===== src/ppsa_pkg.sv =====
// Shared constants, widths and the arctangent table of the pure pursuit steering block.
// Used by the CORDIC cells and by the top level.
`default_nettype none
package ppsa_pkg;
	localparam int CORDIC_STAGES = 16;
	localparam int IDX_W = 5;
	localparam int ANG_W = 29;
	localparam int SIN_W = 33;
	localparam int VEC_W = 48;
	localparam int LD_W = 14;
	localparam int ANGLE_FRAC = 12;
	localparam logic signed [SIN_W-1:0] CORDIC_K = 33'sd652032875;

	localparam logic [2:0] REG_WHEELBASE = 3'd0;
	localparam logic [2:0] REG_OFFSET = 3'd1;
	localparam logic [2:0] REG_MIN_LA = 3'd2;
	localparam logic [2:0] REG_MAX_LA = 3'd3;
	localparam logic [2:0] REG_MAX_STEER = 3'd4;

	function automatic logic signed [ANG_W-1:0] atan_lut(input logic [IDX_W-1:0] i);
		logic signed [ANG_W-1:0] v;
		case (i)
			5'd0: v = 29'sd18432000;
			5'd1: v = 29'sd10881045;
			5'd2: v = 29'sd5749245;
			5'd3: v = 29'sd2918407;
			5'd4: v = 29'sd1464867;
			5'd5: v = 29'sd733147;
			5'd6: v = 29'sd366663;
			5'd7: v = 29'sd183343;
			5'd8: v = 29'sd91673;
			5'd9: v = 29'sd45837;
			5'd10: v = 29'sd22918;
			5'd11: v = 29'sd11459;
			5'd12: v = 29'sd5730;
			5'd13: v = 29'sd2865;
			5'd14: v = 29'sd1432;
			5'd15: v = 29'sd716;
			5'd16: v = 29'sd358;
			5'd17: v = 29'sd179;
			5'd18: v = 29'sd90;
			5'd19: v = 29'sd45;
			5'd20: v = 29'sd22;
			5'd21: v = 29'sd11;
			5'd22: v = 29'sd6;
			5'd23: v = 29'sd3;
			default: v = '0;
		endcase
		return v;
	endfunction
endpackage
`default_nettype wire


===== src/ppsa_rot_cell.sv =====
// One rotation-mode CORDIC cell of the sine chain; carries the lookahead alongside.
// Depends on ppsa_pkg for widths and the arctangent table.
`default_nettype none
module ppsa_rot_cell import ppsa_pkg::*; (
	input wire logic clk,
	input wire logic arst_n,
	input wire logic en,
	input wire logic [IDX_W-1:0] idx,
	input wire logic valid_i,
	input wire logic signed [SIN_W-1:0] x_i,
	input wire logic signed [SIN_W-1:0] y_i,
	input wire logic signed [ANG_W-1:0] z_i,
	input wire logic [LD_W-1:0] ld_i,
	output logic valid_q,
	output logic signed [SIN_W-1:0] x_q,
	output logic signed [SIN_W-1:0] y_q,
	output logic signed [ANG_W-1:0] z_q,
	output logic [LD_W-1:0] ld_q
);
	logic signed [SIN_W-1:0] dx, dy;
	logic signed [ANG_W-1:0] a;

	assign dx = y_i >>> idx;
	assign dy = x_i >>> idx;
	assign a = atan_lut(idx);

	always_ff @(posedge clk or negedge arst_n) begin
		if (!arst_n) begin
			valid_q <= 1'b0;
		end else if (en) begin
			valid_q <= valid_i;
		end
	end

	always_ff @(posedge clk) begin
		if (en) begin
			ld_q <= ld_i;
			if (!z_i[ANG_W-1]) begin
				x_q <= x_i - dx;
				y_q <= y_i + dy;
				z_q <= z_i - a;
			end else begin
				x_q <= x_i + dx;
				y_q <= y_i - dy;
				z_q <= z_i + a;
			end
		end
	end
endmodule
`default_nettype wire


===== config.mk =====
export PLATFORM = sky130hd
export DESIGN_NAME = ppsa_rot_cell
export DESIGN_NICKNAME = d
export VERILOG_FILES = /design/src/ppsa_pkg.sv /design/src/ppsa_rot_cell.sv
export SDC_FILE = /design/constraint.sdc
export NUM_CORES = 1
export LEC_CHECK = 0
export BUFFER_PORTS_ARGS = -buffer_cell sky130_fd_sc_hd__buf_2
export CAP_MARGIN = 20
export CORE_ASPECT_RATIO = 0.8
export CORE_MARGIN = 4
export CORE_UTILIZATION = 54
export DETAILED_ROUTE_END_ITERATION = 7
export PLACE_DENSITY = 0.78
export SYNTH_ARGS = -nofsm -noshare
export SYNTH_HDL_FRONTEND = slang
export SYNTH_SLANG_ARGS = --single-unit

===== constraint.sdc =====
create_clock -name clk -period 0.8 [get_ports clk]
set_input_delay 0.24 -clock clk [delete_from_list [all_inputs] [get_ports clk]]
set_output_delay 0.24 -clock clk [all_outputs]
set_load 0.005 [all_outputs]

==> results of run 1 <==
what timing repair did:
action / 4_1_cts
gates resized for setup: 254
setup endpoints to repair: 205
buffers inserted: 103
hold endpoints to repair: 1
gates cloned: 5
pin swaps: 124
hold buffers: 1
per-stage QoR:
stage / setup TNS [ns] / area, sq um / std cells / worst slack, ns
floorplan: -309.39 / 15300 / 1577 / -4.11
global placement: -363.00 / 21900 / 2802 / -4.46
detailed placement: -382.56 / 21900 / 2802 / -4.84
CTS: -329.78 / 24300 / 2924 / -3.90
cell families after synthesis:
kind of cell,share of synthesized area
compound gates,0.216
simple gates,0.151
mux,0.181
xor+xnor,0.0963
buf+inv,0.0361
fa+ha+maj,0.0950
flops,0.224
==> implementation parameters, run 1 <==
Parameter                              Value

Status
  Status    did not finish
  Fail Step    5_1_grt
  Error text reported by the tool    [ERROR DPL-0038] Utilization greater than 100%, impossible to legalize

Floorplanning
  Number of ports placed on the die boundary    ~230
  Chip height    156 microns
  Die Span X    193 microns
  Rows    53
  Starting utilization of the core area    0.554

Logic synthesis
  Number of synthesized register bits    110
  Yosys top cell area share    0.222
  Mapped Area    between 10,000 and 15,000 sq um
  Synth Instances    roughly 1.6k
  Synthesis warning total    0
  Netlist cell types    95
  Leading cell type by number of instances after synthesis    a21oi_1
  Synthesized netlist net count    between 1.5k and 2k
  Dominant register cell in the synthesized netlist    edfxtp_1
  Number of synthesized flops with an enable pin    between 100 and 150
  Sequential area share after synthesis    0.224
  Cell types with the highest counts after synthesis    a21oi_1, nor2_1, nand2_1
  Largest area contributor in the netlist    edfxtp_1
  Top post-synthesis cells by area    edfxtp_1, mux4_2, ha_1, xnor2_1, a21oi_1
  Synthesized area divided by synthesized cell count    slightly above 9 sq um
  Post-synth ARST share    0.00909

CTS
  Deepest level of the CTS H-tree    3
  Buffer depth of the longest clock path    2
  Root buffer selected by CTS    clkbuf_16
  CTS sink cnt    110
  Number of buffers created by CTS    9

Timing
  Kind of endpoint with the least setup slack    register data pin
  Critical endpoint after global-route timing repair    y_q[30]$_DFFE_PP_/D

Global route
  Largest net degree at the start of global routing    30

Place
  Port buffer count    approximately 230
  Weighted congestion reported at the end of routability-driven placement    about 1.1
  DP HPWL    ~55,000 microns
==> inputs of run 2 (changes only) <==
CORE_ASPECT_RATIO = not set   (was 0.8)
CORE_UTILIZATION = 40   (was 54)
PLACE_DENSITY = not set   (was 0.78)
PLACE_DENSITY_LB_ADDON = 0.15   (was not set)
clock period = 1 ns   (was 0.8 ns; I/O delays follow)
==> implementation parameters, run 2 <==
Parameter                              Value

Status
  Status    finished with violations
  Violations in the final reports    negative setup slack

Worst setup path
  Category of the worst setup path capture point    flop
  Start of the worst register-to-register path    valid_q
  Worst R2R Setup Slack    about 0.26 ns
  Cells on worst reg2reg path    1
  Crit path launch type    primary input
  Max FO, Critical Path    6
  Data required time of the worst path    roughly 1.2 ns
  Worst reg2reg endpoint    valid_q
  Arrival time at the worst endpoint    4.91 ns
  Worst Path Class, Setup    in -> reg

Layout
  Final instance area    between 20,000 and 30,000 sq um
  Final #Nets    2,805
  Commonest cells after routing, fill and taps aside    buf_4, buf_2, edfxtp_1
  Sequential cell area in the final layout    around 3300 sq um
  Layout cell share with drive strength beyond 1    0.584
  Post-layout utilization of the core    0.692
  Final non-filler cell total    slightly above 3k
  Combined area of the multi-input logic cells    12,800 sq um
  Registers with the highest flip-flop counts    x_q: 33 flops, y_q: 33 flops, z_q: 29 flops
  Leading cell type in the layout, fill and taps excluded    buf_4
  Layout area overhead    71.2%
  Fill count    ~2.8k
  Antenna Diode Count    0

Logic synthesis
  Cell types with the highest counts after synthesis    a21oi_1, nor2_1, nand2_1
  Mapped Area    14,700 sq um (unchanged)
  Sequential area share after synthesis    0.224 (unchanged)
  Netlist cell types    95 (unchanged)
  Post-synth ARST share    0.00909 (unchanged)
  Number of synthesized register bits    110 (unchanged)
  Synthesized area divided by synthesized cell count    9.34 sq um (unchanged)
  Top post-synthesis cells by area    edfxtp_1, mux4_2, ha_1, xnor2_1, a21oi_1
  Synthesized netlist net count    1,805 (unchanged)
  Largest area contributor in the netlist    edfxtp_1
  Dominant register cell in the synthesized netlist    edfxtp_1
  Number of synthesized flops with an enable pin    109 (unchanged)
  Leading cell type by number of instances after synthesis    a21oi_1
  Synth Instances    1,577 (unchanged)
  Yosys top cell area share    0.222 (unchanged)
  Synthesis warning total    0 (unchanged)

Floorplanning
  Chip height    200 microns (+28%)
  Die Span X    200 microns (+3.8%)
  Starting utilization of the core area    0.404 (-0.150)
  Number of ports placed on the die boundary    228 (unchanged)
  Area of the die    40,000 sq um
  Rows    70 (+32%)
  Core Footprint    between 30,000 and 40,000 sq um

Detailed routing
  Number of violations reported at the end of detailed-routing iteration 0    1,006
  Avg WL per Cell    around 21 microns
  Total number of vias    about 17k
  Pre-antenna DRT Iters    5
  Post-DRT Antenna Nets    0
  Overall routed net length    65,500 microns
  DRC errors left    0
  Via/cell ratio    5.66

Place
  DP HPWL    51,500 microns (-7.1%)
  Weighted congestion reported at the end of routability-driven placement    1.04 (-6.3%)
  Port buffer count    227 (unchanged)
  Post-place instance area    22,100 sq um (+0.50%)
  Count of placed standard cells including taps    2,909 (+3.8%)

Timing
  Setup slack after layout    -3.75 ns
  Final hold vios    0
  Largest clock skew in the final design    0 ns
  Final Critical Period    roughly 4.8 ns
  Final worst-path cycle share    4.75
  Maximum operating frequency    between 200 and 250 MHz
  Worst hold margin    0.0792 ns
  Pins over their slew limit    0
  Final count of negative-setup-slack endpoints    205
  Worst-case headroom to the max-slew limit    0.459
  Tightest Pin Transition    just over 0.8 ns
  Unrepaired setup endpoints after global routing    true

CTS
  TritonCTS clock tree    yes
  Root buffer selected by CTS    clkbuf_16
  Clock network latency to the later pin of the worst-skew pair    just under 0.4 ns
  Buffer depth of the longest clock path    2 (unchanged)
  Deepest level of the CTS H-tree    3 (unchanged)
  Post-CTS clock slew at the launch and capture registers of the worst setup and hold paths    around 0.080 ns
  Number of buffers created by CTS    9 (unchanged)
  CTS sink cnt    110 (unchanged)

Power and ir drop
  Clock group share of total power    0.118
  Switching pwr    between 10 and 15 mW
  Sw frac    0.387
  Static Leakage    approximately 11 nW
  Pint    roughly 20 mW
  Maximum vdd ir drop    between 1 and 1.5 mV
  Portion of total power attributed to sequential cells    0.214
  Final total power    32.5 mW
  Comb power frac    0.668
  Pwr dens    between 1000 and 1500 nW/um^2

Min path
  Depth of the worst hold-timing path    1
  Worst min-delay path startpoint    ld_i[6]
  Capture endpoint of the worst hold path    ld_q[6]
  Worst hold path type    in -> reg

Global route
  Via count of the first global-routing pass    about 17k
  Global route total overflow    0
  First-pass GRT wire length    about 100,000 microns
  Largest net degree at the start of global routing    32
  Initial antenna violation count    0
  Total global routing track utilization    0.316

Run
  MaxCap Viol Count    0
[run 2: cell counts after synthesis]
No cell type changed its count.
[run 2: kinds of logic after synthesis]
kind of cell / after synthesis / synth area share
flip-flops: 110 / 0.224
adder cells (fa/ha/maj): 110 / 0.0950
multiplexers: 163 / 0.181
XOR/XNOR: 162 / 0.0963
AO/OA/AOI/OAI: 475 / 0.216
buffers and inverters: 115 / 0.0361
AND/OR/NAND/NOR: 442 / 0.151
[run 2: cell type report]
cell class	count	area share
clock inverter	7	0.00332
sequential	110	0.131
tap	468	0.0232
multi-input combinational	1352	0.507
timing repair buffer	1074	0.322
clock buffer	9	0.00893
inverter	30	0.00466
[run 2: worst max-delay path: stages]
cell	delay (ns)
buf_16	0.12
buf_12	0.13
mux4_2	0.51
mux2_4	0.30
o221a_1	0.30
a2111o_1	0.36
nor4_2	0.27
buf_4	0.17
and3_4	0.20
o2111a_2	0.24
a21oi_2	0.07
xnor2_1	0.18
ha_1	0.29
a21o_1	0.19
buf_4	0.15
or3_4	0.33
o211ai_1	0.31
buf_4	0.19
nand2b_1	0.06
a21oi_2	0.13
xnor2_1	0.08
[run 2: power by group through the flow]
stage,clock [mW],sequential [mW],combinational [mW]
floorplan,0,7.24,8.89
global placement,0,7.04,17.6
detailed placement,0,7.03,17.7
CTS,3.95,6.96,20.0
global route,4.12,7.07,23.3
finish,3.83,6.94,21.7
[run 2: through the flow]
| stage | setup TNS, ns | worst slack (ns) |
|---|---|---|
| CTS | -298.02 | -3.67 |
| detailed placement | -355.85 | -4.49 |
| global placement | -351.58 | -4.46 |
| floorplan | -296.09 | -3.97 |
| global route | -319.55 | -3.95 |
| finish | -301.20 | -3.75 |
[run 2: worst max path at each step]
stage / end / startpoint / slack [ns]
6_report: x_q[25] / idx[0] / -3.75
5_1_grt: x_q[31] / idx[0] / -3.95
4_1_cts: y_q[30] / idx[0] / -3.67
3_5_place_dp: x_q[32] / idx[0] / -4.49
3_3_place_gp: y_q[31] / idx[0] / -4.46
2_1_floorplan: y_q[30] / idx[0] / -3.97
[run 2: metal layers]
metal	vias up	GRT usage	share of wire
met1	8396	0.418	0.43
met5	-	0	0
met3	139	0.0641	0.067
met4	0	0.114	0.035
li1	8099	-	-
met2	634	0.514	0.47
[run 2: timing repair]
action	CTS	global route
buffers inserted	88	56
hold endpoints to repair	1	0
cloned	5	0
pin swaps	146	149
resized for setup	226	173
setup endpoints to repair	205	205
hold buffers	1	0
No activity file was read; power rests on OpenSTA's default activity.
